==> src/sv/gha_pkg.sv <==
// ----------------------------------------------------------------------------
// gha_pkg
// Shared constants, codes and control types of the generational handle
// allocator.
// ----------------------------------------------------------------------------
package gha_pkg;

  localparam int unsigned MAX_SLOTS = 1024;
  localparam int unsigned IDX_W     = $clog2(MAX_SLOTS);
  localparam int unsigned CNT_W     = IDX_W + 1;
  localparam int unsigned GEN_W     = 8;

  typedef enum logic [1:0] {
    OP_CREATE  = 2'd0,
    OP_DESTROY = 2'd1,
    OP_QUERY   = 2'd2
  } op_e;

  typedef enum logic [1:0] {
    ST_OK      = 2'd0,
    ST_FULL    = 2'd1,
    ST_IGNORED = 2'd2
  } status_e;

  // controller -> datapath
  typedef struct packed {
    logic load_item;    // capture request payload
    logic rd_stack;     // read top of free stack
    logic rd_gen_item;  // read generation at request index
    logic rd_gen_pop;   // read generation at popped index
    logic exec;         // update state, load response register
  } cmd_t;

  // datapath -> controller
  typedef struct packed {
    logic [1:0] in_op;
    logic       pop_avail;
    logic       out_free;
  } sts_t;

endpackage

==> src/sv/gha_ctrl.sv <==
// ----------------------------------------------------------------------------
// gha_ctrl
// Request sequencer: issues memory reads, then the state update.
// ----------------------------------------------------------------------------
module gha_ctrl
  import gha_pkg::*;
(
  input  logic clk_i,
  input  logic rst_ni,
  input  logic req_valid_i,
  output logic req_ready_o,
  input  sts_t sts_i,
  output cmd_t cmd_o
);

  typedef enum logic [1:0] {
    S_IDLE,
    S_POP,
    S_EXEC
  } state_e;

  state_e state_q, state_d;

  always_comb begin
    state_d     = state_q;
    cmd_o       = '0;
    req_ready_o = 1'b0;
    unique case (state_q)
      S_IDLE: begin
        req_ready_o = 1'b1;
        if (req_valid_i) begin
          cmd_o.load_item = 1'b1;
          state_d         = S_EXEC;
          case (sts_i.in_op)
            OP_CREATE: begin
              if (sts_i.pop_avail) begin
                cmd_o.rd_stack = 1'b1;
                state_d        = S_POP;
              end
            end
            OP_DESTROY, OP_QUERY: cmd_o.rd_gen_item = 1'b1;
            default: ;
          endcase
        end
      end
      S_POP: begin
        // popped index is on the stack read port now
        cmd_o.rd_gen_pop = 1'b1;
        state_d          = S_EXEC;
      end
      S_EXEC: begin
        if (sts_i.out_free) begin
          cmd_o.exec = 1'b1;
          state_d    = S_IDLE;
        end
      end
      default: state_d = S_IDLE;
    endcase
  end

  always_ff @(posedge clk_i or negedge rst_ni) begin
    if (!rst_ni) begin
      state_q <= S_IDLE;
    end else begin
      state_q <= state_d;
    end
  end

endmodule

==> config.mk <==
export PLATFORM = sky130hd
export DESIGN_NAME = gha_ctrl
export DESIGN_NICKNAME = d
export VERILOG_FILES = /design/src/sv/gha_pkg.sv /design/src/sv/gha_ctrl.sv
export SDC_FILE = /design/constraint.sdc
export NUM_CORES = 1
export LEC_CHECK = 0
export ABC_AREA = 1
export BUFFER_PORTS_ARGS = -buffer_cell sky130_fd_sc_hd__buf_2
export CAP_MARGIN = 25
export CORE_AREA = 2 2 39 41
export DETAILED_ROUTE_END_ITERATION = 10
export DIE_AREA = 0 0 41 43
export PLACE_DENSITY = 0.32
export SLEW_MARGIN = 10
export SYNTH_ARGS = -nofsm -noshare
export SYNTH_HDL_FRONTEND = slang
export SYNTH_SLANG_ARGS = --single-unit
==> constraint.sdc <==
create_clock -name clk_i -period 1.15 [get_ports clk_i]
set_input_delay 0.115 -clock clk_i [delete_from_list [all_inputs] [get_ports clk_i]]
set_output_delay 0.115 -clock clk_i [all_outputs]
set_load 0.01 [all_outputs]
Word level (Yosys, flattened, before mapping)
Index checks and enable logic that the tools add are counted.
{"block": "totals", "output_inout_bits": 6, "inputBits": 7, "register_bits": 2}
{"block": "classes", "n_eq_ne": 6, "muxes": 14, "n_reduce_logical": 4}
{"operator": "$mux 2", "count": 4}
{"operator": "$mux 1", "count": 7}
{"operator": "$mux 3", "count": 2}
{"operator": "$pmux 2 s3", "count": 1}
{"operator": "$eq 2x1->1 const B", "count": 2}
{"operator": "$eq 2x2->1 const B", "count": 2}
{"operator": "$logic_not 2->1", "count": 2}
{"operator": "$ne 2x2->1 const B", "count": 2}
{"operator": "$reduce_and 2->1", "count": 1}
{"operator": "$reduce_or 2->1", "count": 1}

Longest topological paths before layout
Gate-level depths: netlist of the first run.
{"block": "logic_depth", "ltp_word": 5, "ltp_mapped": 5}

Worst setup path before layout of the first run
No wires, ideal clock.
{"block": "synth_path", "path_kind": "reg-to-output", "startpoint": "register state_q[0]", "endpoint": "output cmd_o[3] in the netlist's numbering", "path_slack_ns": 0.262, "path_stages_with_launch": 4, "required_ns": 1.035, "t_arrival_ns": 0.773, "cell_sequence": "dfrtp_1 inv_2 nand2_2 nor3_1"}
{"element": "start, declared", "line": "gha_ctrl.sv:22", "rtl": "state_e state_q, state_d;"}
{"element": "start signal, assigned", "line": "gha_ctrl.sv:65", "rtl": "state_q <= state_d;"}
{"element": "end, declared", "line": "gha_ctrl.sv:13", "rtl": "output cmd_t cmd_o"}

==> summary.txt, run 1 <==
Detailed routing
  • Final WL: 392 µm
  • DRT antenna net count: 0
  • Starting DRT DRC Count: 1
  • Via count: 195
  • Detailed-route wire length per cell: around 7 µm
  • Post-DR vias/cell: 3.48
  • DRC Markers: 0
  • Detailed Routing Iterations Pass 1: 2

Timing
  • Tmin final: 1.12 ns
  • Slew headroom: 0.879
  • Setup ws final: around 0.034 ns
  • Final setup violation count: 0
  • RSZ-0062 raised after global routing: yes
  • Worst-margin pin slew: roughly 0.18 ns
  • Achievable Freq: 0.896 GHz
  • Tcrit/Tclk final: 0.970
  • Fin. max-slew vios: 0
  • Final Hold Slack: roughly 0.18 ns
  • Clk_skew: 0.00152 ns
  • Final Hold Viols: 0
  • TNS Setup: 0 ns

Setup path
  • R2r startpoint: state_q[0]$_DFFE_PN0P_
  • Reg2Reg Depth: 4
  • Crit path to: cmd_o[3]
  • R2R setup slack: 0.34 ns
  • Worst path max stage delay: 0.39 ns
  • Critical path class: flop to output port
  • Critical Path Slowest Stage Cell: dfrtp_1
  • Data arrival time of the critical path: 1.00 ns
  • Critical Path Start Type: flop
  • CP Cell Sequence: inv_2 > nand2_4 > nor3_2 > buf_2
  • Critical Path Source: state_q[0]$_DFFE_PN0P_
  • Worst flop-to-flop path endpoint: state_q[1]$_DFFE_PN0P_
  • Worst Path Max Fanout: 5
  • Crit end category: output port
  • Critical path data required time: approximately 1 ns

Finish
  • Layout Cells excl Fill: 56
  • Filler cell count in the final layout: about 160
  • Design area: roughly 280 µm²
  • Max reg flops: 2
  • Share of layout cells above drive strength 1: 0.525
  • ANT cells: 0
  • Area grow syn2layout: 88.1%
  • Top Registers: state_q (2)
  • Biggest register: state_q
  • Post-layout nets: 50

Status
  • Run status: finished clean

Yosys
  • Number of flops mapped to enable cells by yosys: 0
  • Synth top area share: 0.339
  • Synth Net Count: 31
  • Top-count cell post-synth: inv_1
  • Synthesis Warnings: 0
  • Post-synthesis sequential element count: 2
  • Synth async-reset ratio: 1.00
  • Synth area leaders: dfrtp_1 34%, inv_1 13%, nand3_1 10%, nor3_1 10%, ha_1 8.5%
  • Yosys cell types: 9
  • Post-Syn Area: 148 µm²
  • Cell count after synthesis: 23
  • Avg Inst Size Synth: around 6.4 µm²
  • Sequential area share after synthesis: 0.339
  • Ys flop type: dfrtp_1
  • Leading area contributor after synthesis: dfrtp_1
  • Commonest cells in the netlist: 5 x inv_1, 3 x inv_2, 3 x nand2_1, 3 x nand3_1, 3 x nor3_1

Floorplanning
  • Core Box Area: about 0.0014 mm²
  • # rows: 14
  • Die X: about 41 µm
  • Vert. Die Dim: 43 µm
  • Die area: roughly 0.0018 mm²
  • Effective utilization at floorplan: 0.107
  • IO Pins: 13

Place
  • HPWL after detailed placement: 319 µm
  • Placed insts: slightly above 50
  • Dpl ws: between 0.2 and 0.25 ns
  • Port-buffer cells: 12
  • GPL Wtd Cong: 0.567
  • Placement Cell Area: 228 µm²

CTS
  • Worst-Skew Late Latency: ~0.22 ns
  • Clock transition at the registers of the reported paths: ~0.030 ns
  • Max Root-Sink Buffers: 2
  • CTS root buffer: clkbuf_4
  • Number of clock sinks: 2
  • CTS tree: built
  • Total CTS buffers: 3
  • H-tree depth: 1

Global routing
  • Global-route usage over all layers: 0.0643
  • Initial antenna violation count: 0
  • Largest net degree at the start of global routing: 6
  • Gr ovfl total: 0
  • First-pass GRT wire length: 745 µm
  • Vias in the first global route: 199

Power and ir drop
  • Leak Pwr: 0.000172 µW
  • Peak supply drop: roughly 0.3 mV
  • Power density over the cells: 1220 mW/mm²

Hold path
  • Hold WC Path Type: input pin to flop
  • Hold Path Stages: 3

Run
  • Max_cap viols: 0
==> timing repair <==
item,4_1_cts,5_1_grt
hold endpoints to repair,2,0
buffers inserted,1,0
hold buffers,1,0
gates cloned,0,0
resized for setup,2,0
setup endpoints to repair,1,3
==> power by group <==
part / total (µW) / leakage (µW) / switching [µW] / internal (µW)
sequential: 83.8 / 0.0000259 / 5.03 / 78.8
combinational: 104 / 0.000132 / 60.2 / 43.7
clock: 152 / 0.0000138 / 37.5 / 115
total: 340 / 0.000172 / 103 / 237
==> cells in the final DEF (no fill, tap or decap) <==
cell type / count
dfrtp_1: 2
nand2_1: 3
buf_2: 12
nand3_1: 3
clkbuf_4: 3
nor3_1: 2
dlygate4sd3_1: 1
inv_1: 5
ha_1: 1
nand2_4: 1
buf_4: 1
nor2_1: 2
nor3_2: 1
inv_2: 3
==> through the flow <==
step / util / total power (µW)
floorplan: - / 140
global placement: 0.165 / 182
detailed placement: 0.165 / 179
CTS: 0.201 / 349
global route: 0.201 / 378
finish: 0.201 / 340
==> final cells by class <==
type | count | area (µm²) | share of cell area
inverter | 8 | 30.0 | 0.108
multi-input combinational | 13 | 77.6 | 0.279
timing repair buffer | 14 | 77.6 | 0.279
sequential | 2 | 50.0 | 0.180
tap | 16 | 20.0 | 0.0721
clock buffer | 3 | 22.5 | 0.0811
==> kinds of logic (layout without fill, tap and decap cells) <==
logic type	after synthesis	after routing	synth area share
AND/OR/NAND/NOR	12	12	0.373
buffers and inverters	8	25	0.203
flip-flops	2	2	0.339
adder cells (fa/ha/maj)	1	1	0.0847
==> critical path, delay by kind of cell, from the launching register on <==
kind,cells,cell delay [ns]
flip-flops,1,0.39
buffers and inverters,2,0.24
AND/OR/NAND/NOR,2,0.16
==> per-layer routing <==
| layer | vias up | routed length [µm] | part of all wire | track usage |
|---|---|---|---|---|
| li1 | 103 | - | - | - |
| met1 | 76 | 194 | 0.49 | 0.0868 |
| met2 | 14 | 133 | 0.34 | 0.0781 |
| met3 | 2 | 47 | 0.12 | 0.0157 |
| met4 | 0 | 17 | 0.043 | 0.0600 |
| met5 | - | 0 | 0 | 0 |
==> how the worst min path moves through the flow <==
stage	from	end	slack, ns
floorplan	rst_ni	state_q[0]$_DFFE_PN0P_	-0.18
global placement	rst_ni	state_q[1]$_DFFE_PN0P_	-0.09
detailed placement	rst_ni	state_q[1]$_DFFE_PN0P_	-0.09
CTS	req_valid_i	state_q[0]$_DFFE_PN0P_	0.17
global route	req_valid_i	state_q[0]$_DFFE_PN0P_	0.20
finish	req_valid_i	state_q[0]$_DFFE_PN0P_	0.18
(Power assumes the default switching activity.)
==> run 2: changes to the inputs <==
Settings changed: CORE_AREA 2 2 39 41 to 3 3 40 42, DIE_AREA 0 0 41 43 to 0 0 43 45.
Clock period 1.15 ns to 1.05 ns, I/O delays scaled along.
==> run 2 against run 1 <==
The run now ends with setup timing left. Clock-buffer cell count did not move. Die area rose by 9.8%. Via count fell by 1.5%. Sequential power rose by 9.4%. Clock power rose by 13%. Final cell count rose by 1.8%. Largest cell class is now non-clock buffers.
==> summary.txt, run 2 (synthesized netlist as in run 1, its figures left out) <==
Status
  • Run status: finished, violations left (was finished clean)
  • Violated checks: setup timing

Setup path
  • Critical Path Slowest Stage Cell: dfrtp_1 (unchanged)
  • Crit end category: output port (unchanged)
  • Critical path's top delay family: flip-flops (unchanged)
  • CP Cell Sequence: inv_2 > nand2_4 > nor3_2 > buf_2 (unchanged)
  • Worst Path Max Fanout: 5 (unchanged)
  • Worst path max stage delay: 0.37 ns (was 0.39 ns)
  • Data arrival time of the critical path: 1.01 ns (was 1.00 ns)
  • Critical path data required time: 0.94 ns (was 1.03 ns)
  • Buf/Inv on CP: 2 (unchanged)
  • Critical path class: flop to output port (unchanged)
  • Critical Path Start Type: flop (unchanged)

Detailed routing
  • Post-DR vias/cell: 3.37 (was 3.48)
  • DRT antenna net count: 0 (unchanged)
  • Final WL: 481 µm (was 392 µm)
  • Starting DRT DRC Count: 1 (unchanged)
  • Detailed-route wire length per cell: 8.44 µm (was 7.00 µm)
  • Via count: 192 (was 195)
  • DRC Markers: 0 (unchanged)
  • Detailed Routing Iterations Pass 1: 4 (was 2)

Finish
  • Filler cell count in the final layout: 146 (was 158)
  • Footprint of the multi-input gates: 80.1 µm² (was 77.6 µm²)
  • Biggest register: state_q (unchanged)
  • Commonest non-fill, non-tap cell in the layout: buf_2 (unchanged)
  • Area grow syn2layout: 99.2% (was 88.1%)
  • Most frequent cells in the layout: 12 x buf_2, 5 x inv_1 (unchanged)
  • Share of layout cells above drive strength 1: 0.571 (was 0.525)
  • Max reg flops: 2 (unchanged)
  • Top Registers: state_q (2) (unchanged)
  • FF+latch area: 50.0 µm² (unchanged)
  • Post-layout nets: 52 (was 50)
  • ANT cells: 0 (unchanged)

CTS
  • Number of clock sinks: 2 (unchanged)
  • CTS root buffer: clkbuf_4 (unchanged)
  • Worst-Skew Late Latency: 0.22 ns (about the same)
  • Max Root-Sink Buffers: 2 (unchanged)
  • CTS tree: built (unchanged)
  • H-tree depth: 1 (unchanged)
  • Clock transition at the registers of the reported paths: 0.03 ns (about the same)
  • Total CTS buffers: 3 (unchanged)

Timing
  • Tcrit/Tclk final: 1.06
  • RSZ-0062 raised after global routing: yes (unchanged)
  • Final Hold Slack: 0.173 ns (was 0.180 ns)
  • Fin. max-slew vios: 0 (unchanged)
  • Final setup violation count: 5 (was 0)
  • Tmin final: 1.12 ns
  • Worst-margin pin slew: 0.165 ns (was 0.180 ns)
  • Slew headroom: 0.889 (was 0.879)
  • Setup ws final: -0.0651 ns (was 0.0339 ns)
  • Achievable Freq: roughly 0.90 GHz
  • Final Hold Viols: 0 (unchanged)
  • Clk_skew: 0.00143 ns (was 0.00152 ns)

Global routing
  • Gr ovfl total: 0 (unchanged)
  • First-pass GRT wire length: 814 µm (was 745 µm)
  • Global-route usage over all layers: 0.0607 (was 0.0643)
  • Vias in the first global route: 213 (was 199)
  • Largest net degree at the start of global routing: 6 (unchanged)
  • Initial antenna violation count: 0 (unchanged)

Place
  • GPL Wtd Cong: 0.571 (was 0.567)
  • Port-buffer cells: 12 (unchanged)
  • HPWL after detailed placement: 348 µm (was 319 µm)

Run
  • Max_cap viols: 0 (unchanged)

Floorplanning
  • Effective utilization at floorplan: 0.115 (was 0.107)
  • Vert. Die Dim: 45 µm (was 43 µm)
  • # rows: 13 (was 14)
  • Die area: 0.00194 mm² (was 0.00176 mm²)
  • Core Box Area: 0.00128 mm² (was 0.00138 mm²)
  • Die X: 43 µm (was 41 µm)
  • IO Pins: 13 (unchanged)

Power and ir drop
  • Power density over the cells: 1370 mW/mm² (was 1220 mW/mm²)
  • Peak supply drop: 0.305 mV (was 0.300 mV)
  • Total power: 403 µW (was 340 µW)
  • Leak Pwr: 0.000183 µW (was 0.000172 µW)

Hold path
  • Hold WC Path Type: input pin to flop (unchanged)
run 2: final timing paths:
kind | from | end | slack [ns] | cells after the start
worst min-delay path | req_valid_i | state_q[1]$_DFFE_PN0P_ | 0.17 | 3
worst max-delay path | state_q[1]$_DFFE_PN0P_ | cmd_o[3] | -0.07 | 4
worst max register to register | state_q[1]$_DFFE_PN0P_ | state_q[1]$_DFFE_PN0P_ | 0.26 | 4
min in group asynchronous | rst_ni | state_q[1]$_DFFE_PN0P_ | 0.19 | 2
worst min register to register | state_q[0]$_DFFE_PN0P_ | state_q[1]$_DFFE_PN0P_ | 0.58 | 3
max in group asynchronous | rst_ni | state_q[0]$_DFFE_PN0P_ | 0.76 | 2
run 2: through the flow:
stage | instances | util | setup TNS (ns) | area, µm² | setup WS, ns
after detailed placement | 50 | 0.176 | 0 | 226 | 0.128
after global placement | 50 | 0.176 | 0 | 226 | 0.116
after global routing | 57 | 0.229 | -0.619 | 294 | -0.132
final | 57 | 0.229 | -0.227 | 294 | -0.0651
after CTS | 55 | 0.215 | -0.195 | 277 | -0.0778
after floorplan | 23 | - | 0 | 148 | 0.172
run 2: worst min-delay path, cell delays in order:
cell	delay (ns)
buf_2	0.11
nand3_1	0.08
nand3_1	0.07
run 2: layout make-up:
| class | instances | area share |
|---|---|---|
| clock buffers | 3 | 0.0766 |
| inverters | 8 | 0.102 |
| multi-input cells | 13 | 0.272 |
| flip-flops and latches | 2 | 0.170 |
| well taps | 15 | 0.0638 |
| repair buffers | 16 | 0.315 |
run 2: metal layers:
layer  vias up  global-route usage  wire length, µm
li1        108                   -                -
met1        71              0.0697              220
met2        13              0.0719              172
met3         0              0.0319               88
met4         0              0.0723                0
met5         -                   0                0
run 2: timing repair:
item / in CTS / in global routing
endpoints found under the setup margin: 5 / 6
hold endpoints to repair: 2 / 0
gates cloned: 0 / 0
hold buffers: 1 / 0
pin swaps: 2 / 1
resized for setup: 2 / 1
buffers inserted: 1 / 2
run 2: report_power, final:
part           switching, µW  internal (µW)
sequential              5.44           86.3
clock                   45.1            126
combinational           73.3           66.3
